<file path="src/sv/ack_pkg.sv">
// ----------------------------------------------------------------------------
// ack_pkg
// Shared types and constants of the Aho-Corasick k-mer counter.
// ----------------------------------------------------------------------------
package ack_pkg;

    localparam int NODE_COUNT_DEF = 65536;
    localparam int KMER_COUNT_DEF = 16384;
    localparam int COUNT_BITS_DEF = 32;

    localparam int CMD_W   = 3;
    localparam int NODE_W  = 16;
    localparam int KMER_W  = 14;
    localparam int VAL_W   = 32;

    localparam logic [CMD_W-1:0] CMD_STREAM   = 3'd0;
    localparam logic [CMD_W-1:0] CMD_EDGE_WR  = 3'd1;
    localparam logic [CMD_W-1:0] CMD_INFO_WR  = 3'd2;
    localparam logic [CMD_W-1:0] CMD_CNT_RD   = 3'd3;
    localparam logic [CMD_W-1:0] CMD_CNT_WR   = 3'd4;

    // Classified operation handed from the front to the back.
    typedef enum logic [2:0] {
        OP_STREAM,
        OP_RESET_ROOT,
        OP_EDGE_WR,
        OP_INFO_WR,
        OP_CNT_RD,
        OP_CNT_WR,
        OP_NOP
    } op_t;

    typedef struct packed {
        op_t               op;
        logic              restart;
        logic [1:0]        base;
        logic [NODE_W-1:0] node;
        logic [NODE_W-1:0] target;
        logic [KMER_W-1:0] kid;
        logic [VAL_W-1:0]  cval;
    } work_t;

    typedef enum logic [3:0] {
        ST_IDLE,
        ST_EDGE_RD,
        ST_EDGE_WAIT,
        ST_LINK_WAIT,
        ST_LEAF_WAIT,
        ST_CNT_WAIT,
        ST_CNT_WR,
        ST_RD_WAIT,
        ST_CLEAR,
        ST_DONE
    } bst_t;

endpackage

</file>
<file path="src/sv/ack_front.sv">
// ----------------------------------------------------------------------------
// ack_front
// Accepts input words, classifies them and queues them for the back end.
// ----------------------------------------------------------------------------
module ack_front (
    input  logic                       clk,
    input  logic                       rst_n,
    input  logic                       in_valid,
    output logic                       in_ready,
    input  logic [ack_pkg::CMD_W-1:0]  cmd,
    input  logic [1:0]                 base_code,
    input  logic                       symbol_invalid,
    input  logic                       line_start,
    input  logic [ack_pkg::NODE_W-1:0] node_index,
    input  logic [ack_pkg::NODE_W-1:0] target_node,
    input  logic [ack_pkg::KMER_W-1:0] kmer_id,
    input  logic [ack_pkg::VAL_W-1:0]  count_value,
    output logic                       q_valid,
    input  logic                       q_pop,
    output ack_pkg::work_t             q_word
);
    // Two-entry queue.
    ack_pkg::work_t slot_reg [2];
    logic           rd_ptr_reg, rd_ptr_next;
    logic           wr_ptr_reg, wr_ptr_next;
    logic [1:0]     cnt_reg, cnt_next;
    ack_pkg::work_t cls;
    logic           push;

    always_comb
    begin
        cls.restart = line_start;
        cls.base    = base_code;
        cls.node    = node_index;
        cls.target  = target_node;
        cls.kid     = kmer_id;
        cls.cval    = count_value;
        case (cmd)
            ack_pkg::CMD_STREAM:  cls.op = symbol_invalid ? ack_pkg::OP_RESET_ROOT
                                                           : ack_pkg::OP_STREAM;
            ack_pkg::CMD_EDGE_WR: cls.op = ack_pkg::OP_EDGE_WR;
            ack_pkg::CMD_INFO_WR: cls.op = ack_pkg::OP_INFO_WR;
            ack_pkg::CMD_CNT_RD:  cls.op = ack_pkg::OP_CNT_RD;
            ack_pkg::CMD_CNT_WR:  cls.op = ack_pkg::OP_CNT_WR;
            default:              cls.op = ack_pkg::OP_NOP;
        endcase
    end

    assign in_ready = (cnt_reg != 2'd2);
    assign push     = in_valid && in_ready;
    assign q_valid  = (cnt_reg != 2'd0);
    assign q_word   = slot_reg[rd_ptr_reg];

    always_comb
    begin
        rd_ptr_next = rd_ptr_reg ^ (q_pop && q_valid);
        wr_ptr_next = wr_ptr_reg ^ push;
        cnt_next    = cnt_reg + {1'b0, push} - {1'b0, q_pop && q_valid};
    end

    always_ff @(posedge clk)
    begin
        if (push)
        begin
            slot_reg[wr_ptr_reg] <= cls;
        end
    end

    always_ff @(posedge clk or negedge rst_n)
    begin
        if (!rst_n)
        begin
            rd_ptr_reg <= 1'b0;
            wr_ptr_reg <= 1'b0;
            cnt_reg    <= 2'd0;
        end
        else
        begin
            rd_ptr_reg <= rd_ptr_next;
            wr_ptr_reg <= wr_ptr_next;
            cnt_reg    <= cnt_next;
        end
    end

    a_no_overflow: assert property (@(posedge clk) disable iff (!rst_n)
        cnt_reg == 2'd2 |-> !push) else $error("queue overflow");
    a_cnt_range: assert property (@(posedge clk) disable iff (!rst_n)
        cnt_reg != 2'd3) else $error("queue count out of range");
    a_ptr_eq: assert property (@(posedge clk) disable iff (!rst_n)
        (cnt_reg == 2'd0 || cnt_reg == 2'd2) |-> rd_ptr_reg == wr_ptr_reg)
        else $error("queue pointers inconsistent");
endmodule

</file>
<file path="config.mk">
export PLATFORM = sky130hd
export DESIGN_NAME = ack_front
export DESIGN_NICKNAME = d
export VERILOG_FILES = /design/src/sv/ack_pkg.sv /design/src/sv/ack_front.sv
export SDC_FILE = /design/constraint.sdc
export NUM_CORES = 1
export LEC_CHECK = 0
export BUFFER_PORTS_ARGS = -buffer_cell sky130_fd_sc_hd__buf_2
export CAP_MARGIN = 20
export CORE_ASPECT_RATIO = 0.7
export CORE_MARGIN = 5
export CORE_UTILIZATION = 50
export CTS_CLUSTER_SIZE = 14
export DETAILED_ROUTE_END_ITERATION = 12
export HOLD_SLACK_MARGIN = 0.08
export PLACE_DENSITY = 0.77
export SYNTH_ARGS = -nofsm -noshare
export SYNTH_HDL_FRONTEND = slang
export SYNTH_SLANG_ARGS = --single-unit
</file>
<file path="constraint.sdc">
create_clock -name clk -period 4.42 [get_ports clk]
set_input_delay 0.884 -clock clk [delete_from_list [all_inputs] [get_ports clk]]
set_output_delay 0.884 -clock clk [all_outputs]
set_load 0.05 [all_outputs]
</file>
; ---- Word level (Yosys, flattened, before mapping)
; Memories as Yosys holds them, arrays and structs flattened.
; Index checks and enable logic that the tools add are counted.
[totals]
ff_bits = 4
mem_bits_rw = 168
in_bits = 89
output_inout_bits = 86
word_cells = 21
n_memories = 1
[classes]
add_sub_neg = 2
eq_ne = 5
n_mux = 4
bitwise = 2
reduce_logical = 4
[mem_list]
columns = memory, words, word_bits, rd, rd_ports_with_merged_regs, write_ports, line
row1 = slot_reg, 2, 84, 1, 0, 1, ack_front.sv:23  ; ack_pkg::work_t slot_reg [2];
[ops]
columns = op, count
row1 = one-hot mux 3 bit (5 select lines), 1
row2 = equality test 3 x 2 -> 1 bit (second input constant), 2
row3 = equality test 3 x 1 -> 1 bit (second input constant), 1
row4 = equality test 3 bit (second input constant), 1
row5 = logical NOT 3 bit, 1
row6 = two-way mux 1 bit, 3
row7 = adder 2 x 1 -> 2 bit, 1
row8 = logical AND 1 bit, 2
row9 = != test 2 bit (second input constant), 1
row10 = nonzero test 2 bit, 1
row11 = subtractor 2 x 1 -> 2 bit, 1
row12 = XOR 1 bit, 2

; ---- Longest topological paths before layout
; Gate-level depths: netlist (run 1).
[depth]
depth_word = 4
depth_mapped = 5
depth_no_buf = 5

; ---- Least setup slack after synthesis (run 1)
; No wires, ideal clock.
[synth_timing]
kind = register to register
from = register cnt_reg[0]
to = memory slot_reg[0][0] in the netlist's numbering, enable pin
setup_ps = 452
arrival_time_ps = 3079
required_ps = 3968
path_slack_ps = 889
stages_incl_launch_ff = 4
path_buffers = 0
period_less_slack_ps = 3531
path_cell_list = dfrtp_1 nand2b_1 and2_1 ha_1
[synth_via]
elab_chain_cells = 4
[synth_rtl]
columns = element, line
row1 = from (decl), ack_front.sv:26  ; logic [1:0] cnt_reg, cnt_next;
row2 = from (signal assigned), ack_front.sv:81  ; cnt_reg <= cnt_next;
row3 = != test 2 bit, ack_front.sv:49  ; assign in_ready = (cnt_reg != 2'd2);
row4 = via in_ready, ack_front.sv:9  ; output logic in_ready,
row5 = logical AND 1 bit, ack_front.sv:50  ; assign push = in_valid && in_ready;
row6 = two-way mux 1 bit, ack_front.sv:63  ; if (push)
row7 = two-way mux 1 bit (implied by the code), ack_front.sv:65  ; slot_reg[wr_ptr_reg] <= cls;
row8 = to (decl), ack_front.sv:23
; The timed path passes the listed nets, and every way through them passes these cells.

==> run metrics, run 1 <==
Peak VDD IR=419 uV; slowest CP cell=dfrtp_4; status=complete, no violations; global-route wire length before repair=about 18000 um; area of the multi-input gates=0.00112 mm2; max cap viols=0; DRT Wirelength=11600 um; Worst path max stage delay=around 0.73 ns; minimum clock period=2.99 ns; TritonCTS clock tree=built; Clock Skew=between 0.006 and 0.007 ns; DP Worst Slack=1.65 ns; final worst slack=1.43 ns; WL/cell=17.9 um; critical path's top delay family=flip-flops; TNS Setup=0 ns; Crit Path Max Fanout=54; Worst-Skew Late Latency=0.41 ns; total power=6.32 mW; final setup fails=0; I/O pin count=approximately 180; initial antenna violation count=0; crit path buf inv count=2; Die Y=104 um; die area=0.0151 mm2; pin count of the biggest net entering global routing=86; worst-margin pin slew=0.562 ns; DR pass1 iterations=5; DR DRC count=0; Reg clk slew, reported paths=about 0.060 ns; root buffer cell=clkbuf_16; proportion of layout cells with a drive suffix above 1=50.0%; Initial Util=51.0%; clock tree sinks=172; Post-Syn Area=0.00633 mm2; max FFs per register=168; Post-CTS Setup Bufs=0; Crit path arrival time=2.10 ns; die extent in x=145 um; pwr dens=790 mW/mm2; sequential share of the synthesized area=81.2%; startpoint types=flip-flop; CP required=3.54 ns; crit-path cells=buf_16 > mux2_2 > buf_2; CP endpoint kind=output pin; max-slew violations=0; relative slew slack=between 60 and 70%; Area Growth Syn to Fin=26.4%; core area=0.0124 mm2; RSZ-0062 raised after global routing=false; DP HPWL=7700 um; hold crit path type=input pin to asynchronous set/reset pin; synthesized flop and latch total=roughly 170; routability cong.=0.708; row cnt=34; IO Port Bufs=174; GR Util All Layers=about 16%; Synth Warn #=0; Reg area=0.00515 mm2; crit path kind=flip-flop to output pin; post_cts resized=0; Synth cell types=23; CTS Buf Count=17; Mapped Cells=291; vias per std cell=5.00; vias in the first global route=about 3500; syn_nets=382; clock buffer depth=2; syn_area_per_cell=21.8 um2; antenna-violating nets left=0; global route total overflow=0; Leakage Power=3.01 nW; Peak Freq=0.335 GHz; # hold bufs at CTS=0; NumNets Final=569; Hold Vio Cnt, Final=0; vias=between 3000 and 4000; initial DRC count=111; Fill cells=894; Tcrit/Tclk final=67.6%; htree depth=4; number of diodes=0
[cell usage in the layout (no fill, tap or decap), types with 2 or more instances in the layout]
cell        instances
edfxtp_1          168
a211oi_1            2
nand2_1             2
buf_2             174
bufinv_16           2
dfrtp_1             3
xnor2_1             2
inv_1               2
inv_6               3
clkinvlp_4          3
mux2_1             50
buf_16              3
nor2_1              5
clkinv_4            3
clkbuf_1            2
mux2_2             34
nand2b_1            2
clkbuf_16          17
[routing by layer]
metal	global-route usage (%)	vias up	wire (um)
met4	5.53	0	122
met3	5.74	15	1150
met1	19.9	1590	4880
met2	24.8	127	5500
li1	-	1529	-
met5	0	-	0
[Yosys cell counts]
library cell	instances	share of area (%)
a211oi_1	2	0.24
a21bo_2	1	0.16
a32oi_1	1	0.14
and2_1	1	0.099
and3_1	1	0.099
buf_2	3	0.24
buf_4	1	0.12
buf_6	5	0.89
dfrtp_1	4	1.6
edfxtp_1	168	80
ha_1	2	0.40
inv_1	2	0.12
mux2_1	50	8.9
mux2_2	34	6.0
nand2_1	2	0.12
nand2b_1	2	0.20
nand3_1	1	0.079
nor2_1	5	0.30
nor2b_1	1	0.099
nor3_1	1	0.079
o21ai_0	1	0.079
or2_2	1	0.099
xnor2_1	2	0.28
[worst reg2reg max path: stages (launching register included)]
cell	delay [ns]
dfrtp_1	0.43
nand2b_1	0.17
and2_1	0.17
ha_4	0.51
buf_16	0.33
[through the flow]
step / util (%) / hold WS (ns) / instances / instance area [um2]
after global placement: 59.2 / 0.581 / 618 / 7350
after detailed placement: 59.6 / 0.629 / 620 / 7400
final: 64.4 / 0.273 / 652 / 8000
after floorplan: - / 0.567 / 291 / 6330
after CTS: 64.2 / 0.260 / 651 / 7980
after global routing: 64.4 / 0.261 / 652 / 8000
[report_power, final]
group | switching [mW] | internal [mW] | total, mW
sequential | 0.145 | 2.23 | 2.37
clock | 0.593 | 0.836 | 1.43
combinational | 1.85 | 0.662 | 2.52
total | 2.59 | 3.73 | 6.32
[final timing paths]
path                             from               to  slack [ns]  cells after the start
setup / recovery           rd_ptr_reg       q_word[81]        1.43                      3
hold / removal                  rst_n       cnt_reg[0]        0.27                      1
setup reg to reg           cnt_reg[0]  slot_reg[0][31]        2.47                      4
hold reg to reg            cnt_reg[0]       cnt_reg[0]        0.64                      1
max in group asynchronous       rst_n       rd_ptr_reg        4.00                      1
min in group clk           cnt_reg[0]       cnt_reg[0]        0.64                      1
[final cells by class]
type	instances	area share (%)
Clock inverter	12	1.75
Inverter	2	0.0938
Multi-Input combinational cell	108	14.0
Tap cell	162	2.53
Sequential cell	172	64.3
Timing Repair Buffer	177	11.9
Clock buffer	19	5.41
[cell families after synthesis]
kind of cell	after synthesis	share of synthesized area, %
xor gates and xnor gates	2	0.277
adders and majority gates	2	0.395
and+or+nand+nor	15	1.17
AOI/OAI and AO/OA	5	0.612
DFF	172	81.2
buffers and inverters	11	1.36
muxes	84	14.9
Power figures use the tool's default switching activity.
==> inputs of run 2 (changes only) <==
- CORE_UTILIZATION: 50 -> 47
- PLACE_DENSITY: 0.77 -> 0.76
- clock period: 4.42 -> 2.7 ns (I/O delays scaled with it)
==> run metrics, run 2 (synthesis results as in run 1) <==
Fill cells=979 (was 894); Crit Path Max Fanout=45 (was 54); hold path depth=1; crit path kind=flip-flop to output pin (unchanged); Tcrit/Tclk final=93.7%; DR pass1 iterations=4 (was 5); most frequent cells in the layout=buf_2, edfxtp_1, mux2_1 (unchanged); slowest CP cell=dfrtp_4 (unchanged); RSZ-0062 raised after global routing=false (unchanged); clock buffer depth=2 (unchanged); NumNets Final=574 (was 569); pwr dens=1280 mW/mm2 (was 790 mW/mm2); Worst Hold Launch=count_value[25]; DP HPWL=8360 um (was 7700 um); worst r2r src=cnt_reg[0] (unchanged); Worst Reg-to-Reg Cells=3 (was 4); I/O pin count=175 (unchanged); CP required=2.16 ns (was 3.54 ns); die area=0.0159 mm2 (was 0.0151 mm2); DR DRC count=0 (unchanged); TNS Setup=0 ns (unchanged); routability cong.=0.726 (was 0.708); DRT Wirelength=12200 um (was 11600 um); worst r2r dst=slot_reg[1][28] (was slot_reg[0][31]); R2R setup slack=1.00 ns (was 2.47 ns); CP endpoint kind=output pin (unchanged); root buffer cell=clkbuf_16 (unchanged); Reg clk slew, reported paths=0.07 ns (was 0.06 ns); final setup fails=0 (unchanged); most common cell after layout, fill and taps aside=buf_2 (unchanged); CTS Buf Count=17 (unchanged); TritonCTS clock tree=built (unchanged); max FFs per register=168 (unchanged); vias in the first global route=3673 (was 3512); Hold Vio Cnt, Final=0 (unchanged); max-slew violations=0 (unchanged); global route total overflow=0 (unchanged); Reg area=0.00515 mm2 (unchanged); global-route wire length before repair=19000 um (was 17900 um); Leakage Power=3.02 nW (was 3.01 nW); # hold bufs at CTS=1 (was 0); initial antenna violation count=0 (unchanged); post_cts resized=0 (unchanged); number of diodes=0 (unchanged); antenna-violating nets left=0 (unchanged); GR Util All Layers=15.7% (was 15.6%); relative slew slack=71.7% (was 62.5%); Peak VDD IR=774 uV (was 419 uV); Worst path max stage delay=0.62 ns (was 0.73 ns); row cnt=35 (was 34); hold crit path type=input pin to flip-flop (was input pin to asynchronous set/reset pin); Die Y=107 um (was 104 um); initial DRC count=151 (was 111); clock tree sinks=172 (unchanged); htree depth=4 (unchanged); status=complete, no violations (unchanged); core area=0.0132 mm2 (was 0.0124 mm2); minimum clock period=2.53 ns; Crit path arrival time=1.99 ns (was 2.10 ns); worst-margin pin slew=0.424 ns (was 0.562 ns); Worst-Skew Late Latency=0.42 ns (was 0.41 ns); Clock Skew=0.00915 ns (was 0.00667 ns); Initial Util=48.0% (was 51.0%); startpoint types=flip-flop (unchanged); die extent in x=149 um (was 145 um); WL/cell=17.9 um (about the same); vias=3292 (was 3261); proportion of layout cells with a drive suffix above 1=50.4% (was 50.0%); total power=10.3 mW (was 6.32 mW); vias per std cell=4.83 (was 5.00); crit-path cells=buf_12 > mux2_1 > buf_2 (was buf_16 > mux2_2 > buf_2); Post-CTS Setup Bufs=0 (unchanged); area of the multi-input gates=0.00112 mm2 (unchanged); IO Port Bufs=174 (unchanged); Peak Freq=about 0.4 GHz; Hold Path Sink=slot_reg[1][25]; Area Growth Syn to Fin=27.0% (was 26.4%); pin count of the biggest net entering global routing=54 (was 86); max cap viols=0 (unchanged)
## run 2: cell types whose count changed in the layout (fill, tap and decap cells not counted)
| cell | before | now |
|---|---|---|
| buf_4 | 0 | 4 |
| dlygate4sd3_1 | 0 | 1 |
| buf_12 | 0 | 3 |
| bufinv_16 | 2 | 1 |
| inv_8 | 0 | 2 |
| buf_16 | 3 | 0 |
## run 2: worst max path at each step
| stage | endpoint | start |
|---|---|---|
| CTS | q_word[31] | rd_ptr_reg |
| global route | q_word[31] | rd_ptr_reg |
| global placement | q_word[35] | rd_ptr_reg |
| detailed placement | q_word[31] | rd_ptr_reg |
| floorplan | slot_reg[0][0] | cnt_reg[0] |
| finish | q_word[35] | rd_ptr_reg |
## run 2: cell type report
type / instances / area share, %
Clock inverter: 13 / 1.65
Clock buffer: 19 / 5.38
Tap cell: 185 / 2.88
Sequential cell: 172 / 64.0
Timing Repair Buffer: 182 / 12.1
Inverter: 2 / 0.0933
Multi-Input combinational cell: 108 / 13.9
## run 2: critical path: cells and delay by family, from the launching register on
kind	cells	cell delay, ns
DFF	1	0.62
muxes	1	0.39
buffers and inverters	2	0.52
## run 2: where the power goes
| part | leakage, nW | total [mW] | internal [mW] | switching (mW) |
|---|---|---|---|---|
| clock network | 0.268 | 2.31 | 1.29 | 1.02 |
| registers | 1.61 | 3.86 | 3.65 | 0.211 |
| logic | 1.14 | 4.16 | 1.08 | 3.07 |
| total | 3.02 | 10.3 | 6.02 | 4.30 |
## run 2: routing by layer
metal,vias to the layer above,routed length (um),GRT usage [%]
met5,-,0,0
met4,0,127,5.09
met3,15,1040,5.53
met2,125,5780,25.7
met1,1613,5250,19.9
li1,1539,-,-
## run 2: through the flow
stage               util, %  cell area [um2]  instances  worst slack (ns)  hold slack [ns]
floorplan                 -             6340        291            0.0633            0.244
global placement       56.6             7470        648             0.607            0.352
detailed placement     56.6             7470        648             0.601            0.353
CTS                    61.0             8040        681             0.146            0.290
global route           61.0             8040        681            0.0924            0.293
finish                 61.0             8040        681             0.170            0.307
